==> src/sv/binary_thinning_pass_defines.svh <==
// ============================================================================
// Binary thinning pass assertion macros
// Shared concurrent assertion forms, clocked on i_clk and held off while the
// synchronous reset i_rst_n is low.
// ============================================================================
`ifndef BINARY_THINNING_PASS_DEFINES_SVH
`define BINARY_THINNING_PASS_DEFINES_SVH

// A condition that must hold at every clock edge outside reset.
`define BTHP_ASSERT_ALWAYS(label, cond, msg) \
    label: assert property (@(posedge i_clk) disable iff (!i_rst_n) (cond)) \
        else $error(msg);

// A consequence that must hold in the same cycle as its antecedent.
`define BTHP_ASSERT_IMPLY(label, ante, cons, msg) \
    label: assert property (@(posedge i_clk) disable iff (!i_rst_n) \
        (ante) |-> (cons)) else $error(msg);

`endif

==> src/sv/bthp_pkg.sv <==
// ============================================================================
// Binary thinning pass package
// Widths, register indexes, beat types and the neighborhood flag tables
// shared by the front end, the queue, the back end and the top level.
// ============================================================================
package bthp_pkg;

    // Fixed field widths.
    localparam int PIX_W     = 8;
    localparam int TALLY_W   = 20;
    localparam int CFG_W     = 11;
    localparam int DIM_CFG_W = 11;
    localparam int CFG_IDX_W = 3;

    // Decoupling queue between front and back end.
    localparam int Q_DEPTH   = 4;
    localparam int Q_PTR_W   = 2;
    localparam int Q_CNT_W   = 3;

    // Smallest legal frame dimension and first interior row or column.
    localparam int DIM_MIN        = 3;
    localparam int FIRST_INTERIOR = 2;

    // Configuration register indexes.
    typedef enum logic [CFG_IDX_W-1:0] {
        CFG_BG_COLOR     = 3'd0,
        CFG_FRAME_COLS   = 3'd1,
        CFG_FRAME_ROWS   = 3'd2,
        CFG_STAGE_SELECT = 3'd3,
        CFG_PASS_PARITY  = 3'd4
    } t_cfg_idx;

    // Table select and flag codes.
    localparam logic       STAGE_MAIN = 1'b0;
    localparam logic [1:0] FLAG_NONE  = 2'b00;
    localparam logic [1:0] FLAG_PASS0 = 2'b01;
    localparam logic [1:0] FLAG_PASS1 = 2'b10;
    localparam logic [1:0] FLAG_BOTH  = 2'b11;

    // Where a pixel sits in the frame, worked out by the front end.
    typedef struct packed {
        logic emit;   // centre is interior, a result is due
        logic last;   // centre is the last interior pixel
        logic first;  // pixel is the frame origin, tally restarts
    } t_pos;

    // One beat from the front end to the back end.
    typedef struct packed {
        logic [PIX_W-1:0] up;
        logic [PIX_W-1:0] mid;
        logic [PIX_W-1:0] px;
        t_pos             pos;
    } t_front_beat;

    // Front end status seen by the top level.
    typedef struct packed {
        logic clr_busy;
        logic f1_valid;
    } t_front_stat;

    // Main thinning table; entries not listed are zero.
    function automatic logic [1:0] flag_main(input logic [7:0] idx);
        logic [1:0] flag;
        unique case (idx)
            8'd6, 8'd11, 8'd12, 8'd14, 8'd131, 8'd134, 8'd143, 8'd159,
            8'd161, 8'd194, 8'd198, 8'd207, 8'd227, 8'd231, 8'd243:
                flag = FLAG_PASS0;
            8'd26, 8'd56, 8'd62, 8'd63, 8'd96, 8'd104, 8'd108, 8'd126,
            8'd176, 8'd192, 8'd224, 8'd248, 8'd249, 8'd252:
                flag = FLAG_PASS1;
            8'd7, 8'd10, 8'd15, 8'd28, 8'd30, 8'd31, 8'd40, 8'd60,
            8'd112, 8'd120, 8'd124, 8'd130, 8'd135, 8'd160, 8'd193,
            8'd195, 8'd199, 8'd225, 8'd240, 8'd241:
                flag = FLAG_BOTH;
            default:
                flag = FLAG_NONE;
        endcase
        return flag;
    endfunction

    // Stuck-pixel cleanup table; entries not listed are zero.
    function automatic logic [1:0] flag_clean(input logic [7:0] idx);
        logic [1:0] flag;
        unique case (idx)
            8'd3, 8'd129, 8'd226:
                flag = FLAG_PASS0;
            8'd24, 8'd26, 8'd27, 8'd46, 8'd48, 8'd58, 8'd154, 8'd184:
                flag = FLAG_PASS1;
            default:
                flag = FLAG_NONE;
        endcase
        return flag;
    endfunction

    // Flag for a neighborhood index from the selected table.
    function automatic logic [1:0] flag_lookup(input logic stage, input logic [7:0] idx);
        return (stage == STAGE_MAIN) ? flag_main(idx) : flag_clean(idx);
    endfunction

endpackage

==> src/sv/bthp_queue.sv <==
// ============================================================================
// Binary thinning pass queue
// Short first-in first-out buffer of column beats between the front end and
// the back end.
// ============================================================================
module bthp_queue (
    input  logic                          i_clk,
    input  logic                          i_rst_n,
    input  logic                          i_push,
    input  bthp_pkg::t_front_beat         i_beat,
    input  logic                          i_pop,
    output logic                          o_head_valid,
    output bthp_pkg::t_front_beat         o_head,
    output logic [bthp_pkg::Q_CNT_W-1:0]  o_count
);
    import bthp_pkg::*;

    t_front_beat        r_slot [Q_DEPTH];
    logic [Q_PTR_W-1:0] r_wr_ptr;
    logic [Q_PTR_W-1:0] r_rd_ptr;
    logic [Q_CNT_W-1:0] r_count;

    // Pointers and fill level.
    always_ff @(posedge i_clk) begin
        if (!i_rst_n) begin
            r_wr_ptr <= '0;
            r_rd_ptr <= '0;
            r_count  <= '0;
        end else begin
            if (i_push) begin
                r_wr_ptr <= r_wr_ptr + Q_PTR_W'(1);
            end
            if (i_pop) begin
                r_rd_ptr <= r_rd_ptr + Q_PTR_W'(1);
            end
            r_count <= r_count + Q_CNT_W'(i_push) - Q_CNT_W'(i_pop);
        end
    end

    // Slot storage.
    always_ff @(posedge i_clk) begin
        if (i_push) begin
            r_slot[r_wr_ptr] <= i_beat;
        end
    end

    assign o_head_valid = (r_count != '0);
    assign o_head       = r_slot[r_rd_ptr];
    assign o_count      = r_count;

endmodule

==> config.mk <==
export PLATFORM = sky130hd
export DESIGN_NAME = bthp_queue
export DESIGN_NICKNAME = d
export VERILOG_FILES = /design/src/sv/binary_thinning_pass_defines.svh /design/src/sv/bthp_pkg.sv /design/src/sv/bthp_queue.sv
export SDC_FILE = /design/constraint.sdc
export NUM_CORES = 1
export LEC_CHECK = 0
export BUFFER_PORTS_ARGS = -buffer_cell sky130_fd_sc_hd__buf_4
export CAP_MARGIN = 40
export CORE_ASPECT_RATIO = 0.9
export CORE_UTILIZATION = 49
export CTS_CLUSTER_SIZE = 28
export DETAILED_ROUTE_END_ITERATION = 7
export PLACE_DENSITY = 0.66
export SLEW_MARGIN = 5
export SYNTH_ARGS = -nofsm -noshare
export SYNTH_HDL_FRONTEND = slang
export SYNTH_SLANG_ARGS = --single-unit
==> constraint.sdc <==
create_clock -name i_clk -period 2.15 [get_ports i_clk]
set_clock_uncertainty 0.1 [all_clocks]
set_input_delay 0.5375 -clock i_clk [delete_from_list [all_inputs] [get_ports i_clk]]
set_output_delay 0.5375 -clock i_clk [all_outputs]
set_load 0.02 [all_outputs]
# Word-level counts from Yosys, hierarchy flattened
# Memories as Yosys holds them, arrays and structs flattened. A register that Yosys moved wholly into a read port is not among the register bits.
# Cells that the tools add are included.
# totals
ff_bits	7
ramBits	108
out_inout_bits	31
mem_count	1
# memory_table
memory	depth	word_bits	read_ports	rd_ports_with_merged_regs	write_ports	line_no	rtl
r_slot	4	27	1	1	1	bthp_queue.sv:18	t_front_beat r_slot [Q_DEPTH];
# op_classes
add_sub_neg	4
n_mux	4
reduce_logical	1
# op_table
op	n
adder 2 x 1 -> 2 bit, second input constant	2
two-way mux 2 bit	2
adder 3 x 1 -> 3 bit	1
nonzero test 3 bit	1
subtractor 3 x 1 -> 3 bit	1
two-way mux 1 bit	2

# Depth between registers and ports, before layout
# Gate-level depths: netlist (run 1).
# depth
word_depth	3
ltp_mapped	7

# Worst setup path after synthesis (run 1)
# OpenSTA, ideal clock, no wires.
# synth_timing
path_kind	reg-to-output
start	register (tool-made name)
end	output o_head[10] in the netlist's numbering
t_arrival_ps	1167
path_slack_ps	345
stages_incl_launch_ff	4
n_path_buf	2
path_cell_list	dfxtp_1 -> buf_6 -> buf_12 -> mux4_2
# synth_rtl
item	line_no	rtl
end, declared	bthp_queue.sv:13	output bthp_pkg::t_front_beat o_head,

==> results of run 1 <==
repair_timing:
action / CTS / global route
setup buffers: 2 / 1
setup endpoints to repair: 27 / 27
resized for setup: 40 / 0
worst max-delay path: stages (launching register included):
cell	delay [ps]
sky130_fd_sc_hd__dfxtp_4	420
sky130_fd_sc_hd__buf_12	150
sky130_fd_sc_hd__mux4_2	520
sky130_fd_sc_hd__buf_6	150
worst max path at each step:
stage | startpoint | to | slack (ps)
final | flip-flop | o_head[3] | -250
after global routing | flip-flop | o_head[0] | -310
after CTS | flip-flop | o_head[3] | -280
after detailed placement | flip-flop | o_head[23] | 140
after global placement | flip-flop | o_head[3] | 150
after floorplan | flip-flop | o_head[10] | 350
registers in the layout (all words and copies together), names as in the netlist, named ones only:
| register | count |
|---|---|
| r_wr_ptr | 2 |
| r_rd_ptr | 2 |
| r_slot | 108 |
| o_count | 3 |
cell families (layout without fill, tap and decap cells):
kind of cell | after synthesis | after routing | share of synthesized area
buffers and inverters | 13 | 118 | 0.0211
AOI/OAI and AO/OA | 2 | 2 | 0.00343
xor gates and xnor gates | 3 | 3 | 0.00942
and+or+nand+nor | 13 | 13 | 0.0160
adders and majority gates | 7 | 7 | 0.0217
muxes | 28 | 28 | 0.147
DFF | 117 | 117 | 0.781
power by group:
part	switching, W	internal, W	total [W]	leakage [nW]
Combinational	0.000366	0.000420	0.000786	0.718
Clock	0.000950	0.00188	0.00283	0.294
Sequential	0.0000489	0.00262	0.00267	1.07
per-layer routing:
layer  track usage  part of all wire  vias to the layer above  wire, um
met5             0                 0                        -         0
met4        0.0725             0.012                        0        85
met3        0.0595             0.044                       11       321
met2         0.275              0.51                       56      3710
met1         0.222              0.43                     1019      3150
li1              -                 -                      942         -
placed cells by master (no fill, tap or decap), types with 2 or more instances in the layout:
cell type                   netlist  final
sky130_fd_sc_hd__edfxtp_1       108    108
sky130_fd_sc_hd__clkinv_2         0      3
sky130_fd_sc_hd__buf_6            1     30
sky130_fd_sc_hd__bufinv_16        0      4
sky130_fd_sc_hd__xnor2_1          2      2
sky130_fd_sc_hd__nor2_1           5      5
sky130_fd_sc_hd__buf_4            0     46
sky130_fd_sc_hd__dfxtp_1          9      8
sky130_fd_sc_hd__clkinv_4         0      3
sky130_fd_sc_hd__and2_1           6      6
sky130_fd_sc_hd__mux4_2          20     27
sky130_fd_sc_hd__clkbuf_1         0      2
sky130_fd_sc_hd__ha_1             6      6
sky130_fd_sc_hd__buf_12           2      2
sky130_fd_sc_hd__inv_1            7      7
sky130_fd_sc_hd__clkbuf_16        0     16
layout make-up:
type                       count  area share
clock buffer                  19      0.0729
multi-input combinational     53       0.145
tap                          119      0.0257
clock inverter                13      0.0314
inverter                       7     0.00454
sequential                   117       0.593
timing repair buffer          79       0.128
through the flow:
step	util	hold WS, ps	total power (W)	area, sq um
final	0.672	123	0.00628	5780
after global routing	0.672	104	0.00648	5780
after CTS	0.671	105	0.00634	5780
after detailed placement	0.588	439	0.00343	5060
after global placement	0.588	417	0.00341	5060
after floorplan	-	399	0.00312	4380
==> metrics.log, run 1 <==
INFO  metric ys_async_sr_fraction = 0
INFO  metric yosysSeqAreaShare = 0.781
INFO  metric yosysTopAreaCellShare = 0.740
INFO  metric yosys_most_used_dff = sky130_fd_sc_hd__edfxtp_1
INFO  metric synth.most_common_cell = sky130_fd_sc_hd__edfxtp_1
INFO  metric hold_violations = 0
INFO  metric fin_crit_sh = 1.11
INFO  metric grt_antenna_before_repair = 0
INFO  metric crit_type = reg -> out
INFO  metric grt_max_degree = 25
INFO  metric fillCellCount = between 500 and 600
INFO  metric nNetsFinal = about 310
INFO  metric drive_above_1_share = 0.476
INFO  metric hold_class = in -> reg
INFO  metric ir_drop = between 0.6 and 0.7 mV
INFO  metric synth_enable_flop_cells = roughly 110
INFO  metric hold_path_startpoint = i_beat[4]
INFO  metric gpl.final_weighted_congestion = ~0.7
INFO  metric number_of_synthesized_register_bits = 117
INFO  metric critical_path.endpoint_type = output pin
INFO  metric max_cap_viol_count = 0
INFO  metric core.rowCount = 32
INFO  metric setup_repair_after_global_routing_missed_its_margin = yes
INFO  metric place_inst = ~370
INFO  metric io_pins = between 60 and 70
INFO  metric cts_num_sinks = about 120
INFO  metric first_pass_grt_wire_length = 11,200 um
INFO  metric postSynthCellCount = 183
INFO  metric synthesized_nets = 221
INFO  metric buffer_ports.inserted = just over 60
INFO  metric totalWireLength = a little over 7000 um
INFO  metric die_area = 9330 sq um
INFO  metric wl_per_cell = ~18 um
INFO  metric violations = negative setup slack
INFO  metric total_leakage_power = 2.08 nW
INFO  metric vias = between 2,000 and 2,500
INFO  metric gr-usage-all-layers = 0.175
INFO  metric area.growth.synth_to_final = 32.0%
INFO  metric multi_input_comb_area = ~840 sq um
INFO  metric yosys-top-cells-area = sky130_fd_sc_hd__edfxtp_1 (74%), sky130_fd_sc_hd__mux4_2 (10%), sky130_fd_sc_hd__mux4_1 (4.2%)
INFO  metric clkTransAtPathRegs = roughly 60 ps
INFO  metric dp_worst_setup_slack = ~140 ps
INFO  metric cts_root_buf = sky130_fd_sc_hd__clkbuf_8
INFO  metric floorplan.initialDensity = 0.509
INFO  metric dieWidth = just over 100 um
INFO  metric maximum_operating_frequency = 0.417 GHz
INFO  metric drc = 0
INFO  metric critical_path.reg2reg.endpoint = o_count[2]
INFO  metric synth.top_cells.by_count = sky130_fd_sc_hd__edfxtp_1 (108), sky130_fd_sc_hd__mux4_2 (20), sky130_fd_sc_hd__dfxtp_1 (9)
INFO  metric final-seq-area = 3430 sq um
INFO  metric slew_violations = 0
INFO  metric critPathLaunchType = flip-flop
INFO  metric yosys.area.top_type = sky130_fd_sc_hd__edfxtp_1
INFO  metric numCtsBuffers = 17
INFO  metric synth.cell_area = around 4400 sq um
INFO  metric worstPathMaxFanout = 8
INFO  metric final_cells = 407
INFO  metric finalCriticalPeriod = about 2400 ps
INFO  metric tritoncts_clock_tree = built
INFO  metric ff2ff_path_depth = 7
INFO  metric core_area = between 8000 and 9000 sq um
INFO  metric timing_worst_slew_pin_value = about 350 ps
INFO  metric power.density = around 1100 nW/um^2
INFO  metric h-tree-depth = 4
INFO  metric synth.yosys.warnings = 0
INFO  metric route.antenna.remaining_nets = 0
INFO  metric grt_remaining_overflow = 0
INFO  metric clk_path_buf_depth = 2
INFO  metric hpwlAfterDp = approximately 4600 um
INFO  metric r2r_setup_slack = approximately 420 ps
INFO  metric drt_first_iter_violations = 76
INFO  metric setup-violations-final = 27
INFO  metric worst_hold_path.endpoint = r_slot[3][4]
INFO  metric vias_per_cell = roughly 5
INFO  metric syn-mean-instance-area = 23.9 sq um
INFO  metric clock_insertion_delay_worst_skew = around 510 ps
INFO  metric diodes = 0
INFO  metric post-route-worst-setup-slack = -247 ps
INFO  metric cts_hold_buffers = 0
INFO  metric firstDrtPassIters = 4
INFO  metric run_status = finished, violations left
INFO  metric hold_depth = 1
INFO  metric startpoint_of_the_worst_register_to_register_path = o_count[0]
INFO  metric yosys.cell_types.count = 19
INFO  metric die_height = approximately 90 um
INFO  metric setup-tns-final = -5990 ps
INFO  metric relSlewSlack = 0.765
INFO  metric arrival_time_worst_endpoint = 1760 ps
INFO  metric worst-endpoint-required = 1510 ps
INFO  metric grt_pass1_vias = 2,137
(Power assumes the default switching activity.)
==> inputs of run 2 (changes only) <==
--- a/config.mk
+++ b/config.mk
@@ -5,13 +5,15 @@
 export SDC_FILE = /design/constraint.sdc
 export NUM_CORES = 1
 export LEC_CHECK = 0
+export ABC_AREA = 1
 export BUFFER_PORTS_ARGS = -buffer_cell sky130_fd_sc_hd__buf_4
 export CAP_MARGIN = 40
 export CORE_ASPECT_RATIO = 0.9
 export CORE_UTILIZATION = 49
 export CTS_CLUSTER_SIZE = 28
 export DETAILED_ROUTE_END_ITERATION = 7
-export PLACE_DENSITY = 0.66
+export PLACE_DENSITY = 0.65
+export SKIP_LAST_GASP = 1
 export SLEW_MARGIN = 5
 export SYNTH_ARGS = -nofsm -noshare
 export SYNTH_HDL_FRONTEND = slang
==> metrics.log, run 2 <==
INFO  metric run_status = finished, violations left
INFO  metric violations = negative setup slack
INFO  metric timing.critical_path.buf_inv = 3 (+1)
INFO  metric area.growth.synth_to_final = 34.5%
INFO  metric postSynthCellCount = 369 (+100%)
INFO  metric clkTransAtPathRegs = 60 ps (about the same)
INFO  metric firstDrtPassIters = 6 (+2)
INFO  metric cts_num_sinks = 117 (unchanged)
INFO  metric totalWireLength = 9180 um (+26%)
INFO  metric critical_path.slowest_cell = sky130_fd_sc_hd__dfxtp_4
INFO  metric synth-adder-area-share = 0.0199 (-0.00180)
INFO  metric synth_compound_gate_area_share = 0.130 (+0.127)
INFO  metric hold_class = in -> reg
INFO  metric drive_above_1_share = 0.338 (-0.137)
INFO  metric synth.top_cells.by_count = sky130_fd_sc_hd__edfxtp_1 (108), sky130_fd_sc_hd__inv_1 (69), sky130_fd_sc_hd__nand2_1 (64)
INFO  metric io_pins = 62 (unchanged)
INFO  metric finalHoldWorstSlack = 127 ps (+4.05 ps)
INFO  metric grt_max_degree = 37 (+48%)
INFO  metric critPathLaunchType = flip-flop
INFO  metric syn-mean-instance-area = 12.9 sq um (-46%)
INFO  metric max_cap_viol_count = 0 (unchanged)
INFO  metric h-tree-depth = 4 (unchanged)
INFO  metric critical_path.endpoint_type = output pin
INFO  metric clk_path_buf_depth = 2 (unchanged)
INFO  metric arrival_time_worst_endpoint = 1620 ps (-140 ps)
INFO  metric final_cells = 589 (+45%)
INFO  metric ir_drop = 0.660 mV (+0.69%)
INFO  metric vias_per_cell = 4.92 (-1.4%)
INFO  metric setup_repair_after_global_routing_missed_its_margin = yes
INFO  metric gr-usage-all-layers = 0.182 (+0.00775)
INFO  metric route.antenna.remaining_nets = 0 (unchanged)
INFO  metric largest_register_ff_count = 108 (unchanged)
INFO  metric maximum_operating_frequency = 0.443 GHz (+6.2%)
INFO  metric vias = 2,895 (+43%)
INFO  metric die_area = 10,100 sq um (+8.8%)
INFO  metric final_cell_mix = sky130_fd_sc_hd__edfxtp_1 (108), sky130_fd_sc_hd__inv_1 (69), sky130_fd_sc_hd__nand2_1 (63)
INFO  metric dominant_combinational_cell_family_by_area_after_synthesis = compound AO/OA/AOI/OAI gates
INFO  metric synthSimpleGateAreaFrac = 0.0532 (+0.0372)
INFO  metric yosys_most_used_dff = sky130_fd_sc_hd__edfxtp_1
INFO  metric synth_enable_flop_cells = 108 (unchanged)
INFO  metric yosysTopAreaCellShare = 0.679 (-0.0613)
INFO  metric relSlewSlack = 0.777 (+0.0116)
INFO  metric hpwlAfterDp = 4980 um (+9.0%)
INFO  metric place_inst = 545 (+47%)
INFO  metric wl_per_cell = 15.6 um (-13%)
INFO  metric worstPathMaxFanout = 9 (+1)
INFO  metric crit_type = reg -> out
INFO  metric gpl.final_weighted_congestion = 0.693 (-0.47%)
INFO  metric cp_slowest_stage_delay = 350 ps (-170 ps)
INFO  metric dp_worst_setup_slack = 218 ps (+80.4 ps)
INFO  metric tritoncts_clock_tree = built
INFO  metric grt_antenna_before_repair = 0 (unchanged)
INFO  metric finish.utilization = 0.692 (+0.0201)
INFO  metric hold_violations = 0 (unchanged)
INFO  metric layout_commonest_cell = sky130_fd_sc_hd__edfxtp_1
INFO  metric die_height = 95.7 um (+4.3%)
INFO  metric buffer_ports.inserted = 61 (unchanged)
INFO  metric yosys.area.top_type = sky130_fd_sc_hd__edfxtp_1
INFO  metric yosysSeqAreaShare = 0.717 (-0.0647)
INFO  metric synth.most_common_cell = sky130_fd_sc_hd__edfxtp_1
INFO  metric drc = 0 (unchanged)
INFO  metric nNetsFinal = 492 (+57%)
INFO  metric dieWidth = 106 um (+4.3%)
INFO  metric total_leakage_power = 2.56 nW (+23%)
INFO  metric synth.yosys.warnings = 0 (unchanged)
INFO  metric numCtsBuffers = 17 (unchanged)
INFO  metric number_of_synthesized_register_bits = 117 (unchanged)
INFO  metric drt_first_iter_violations = 123 (+62%)
INFO  metric synthXorXnorAreaFrac = 0 (-0.00942)
INFO  metric fillCellCount = 670 (+21%)
INFO  metric yosys-top-cells-area = sky130_fd_sc_hd__edfxtp_1 (68%), sky130_fd_sc_hd__inv_1 (5.4%), sky130_fd_sc_hd__o211ai_2 (5.2%)
INFO  metric yosys.cell_types.count = 17 (-2)
INFO  metric post-route-worst-setup-slack = -107 ps (+140 ps)
INFO  metric slew_violations = 0 (unchanged)
INFO  metric finalCriticalPeriod = 2260 ps (-140 ps)
INFO  metric synth.cell_area = 4780 sq um (+9.0%)
INFO  metric floorplan.initialDensity = 0.514 (+0.00520)
INFO  metric power.density = 968 nW/um^2 (-11%)
INFO  metric crit_chain = buf_6 -> buf_12 -> a21oi_1 -> o21ai_1 -> nand2_1 -> buf_4
INFO  metric grt_remaining_overflow = 0 (unchanged)
INFO  metric clock_insertion_delay_worst_skew = 510 ps (about the same)
INFO  metric fin_crit_sh = 1.05 (-0.0650)
INFO  metric core_area = 9290 sq um (+7.9%)
INFO  metric synth.area.mux_share = 0 (-0.147)
INFO  metric core.rowCount = 33 (+3.1%)
INFO  metric cts_root_buf = sky130_fd_sc_hd__clkbuf_8
INFO  metric setup-violations-final = 27 (unchanged)
INFO  metric timing_worst_slew_pin_value = 335 ps (-17.8 ps)
INFO  metric synthesized_nets = 407 (+84%)
INFO  metric crit_family = buffers and inverters
INFO  metric ys_async_sr_fraction = 0 (unchanged)
INFO  metric largest-register = r_slot
INFO  metric first_pass_grt_wire_length = 13,200 um (+18%)
INFO  metric diodes = 0 (unchanged)
INFO  metric worst-endpoint-required = 1510 ps (about the same)
INFO  metric grt_pass1_vias = 2,692 (+26%)
[run 2: repair_timing]
item | CTS | global route
cloned | 0 | 7
buffers inserted | 3 | 2
pin swaps | 0 | 16
endpoints found under the setup margin | 27 | 27
gates resized for setup | 2 | 74
endpoints found under the hold margin | 0 | 0
hold buffers | 0 | 0
[run 2: routing by layer]
layer  share of wire  wire [um]  track usage  vias up
met3           0.051        467       0.0868        4
li1                -          -            -     1448
met4          0.0053         49       0.0521        0
met1            0.44       4050        0.208     1378
met5               0          0            0        -
met2            0.50       4610        0.309       65
[run 2: kinds of logic after synthesis]
group | count (synthesis)
flip-flops | 117
adder cells (fa/ha/maj) | 7
AO/OA/AOI/OAI | 91
AND/OR/NAND/NOR | 67
buffers and inverters | 87
[run 2: stage by stage]
step                      setup TNS, ps  area, sq um  total power [W]
after floorplan                       0         4780          0.00309
after global placement                0         5440          0.00338
after detailed placement              0         5440          0.00340
after CTS                         -1320         6040          0.00613
after global routing              -4180         6430          0.00647
final                             -1670         6430          0.00622
[run 2: path summary, 6_finish.rpt]
check,cells after the start,slack (ps),startpoint,endpoint
hold reg to reg,2,360,r_rd_ptr[1],flip-flop
hold / removal,1,130,i_beat[25],r_slot[3][25]
setup reg to reg,8,510,o_count[0],o_count[2]
setup / recovery,6,-110,flip-flop,o_head[12]
[run 2: worst register-to-register path: cells and delay by family (launching register included)]
kind          cells  cell delay (ps)
fa+ha+maj         3              820
flops             1              330
buf+inv           2               90
simple gates      3              240
[run 2: power breakdown]
group	leakage (nW)	switching, W	internal [W]	total [W]
registers	1.07	0.0000403	0.00260	0.00264
logic	1.23	0.000477	0.000387	0.000864
clock network	0.264	0.000958	0.00175	0.00271
total	2.56	0.00148	0.00475	0.00622
[run 2: cell type report]
class / count / area, sq um / share of cell area
Clock inverter: 13 / 158 / 0.0245
Multi-Input combinational cell: 165 / 1080 / 0.168
Clock buffer: 19 / 422 / 0.0656
Sequential cell: 117 / 3430 / 0.534
Tap cell: 122 / 153 / 0.0237
Inverter: 69 / 259 / 0.0403
Timing Repair Buffer: 84 / 926 / 0.144
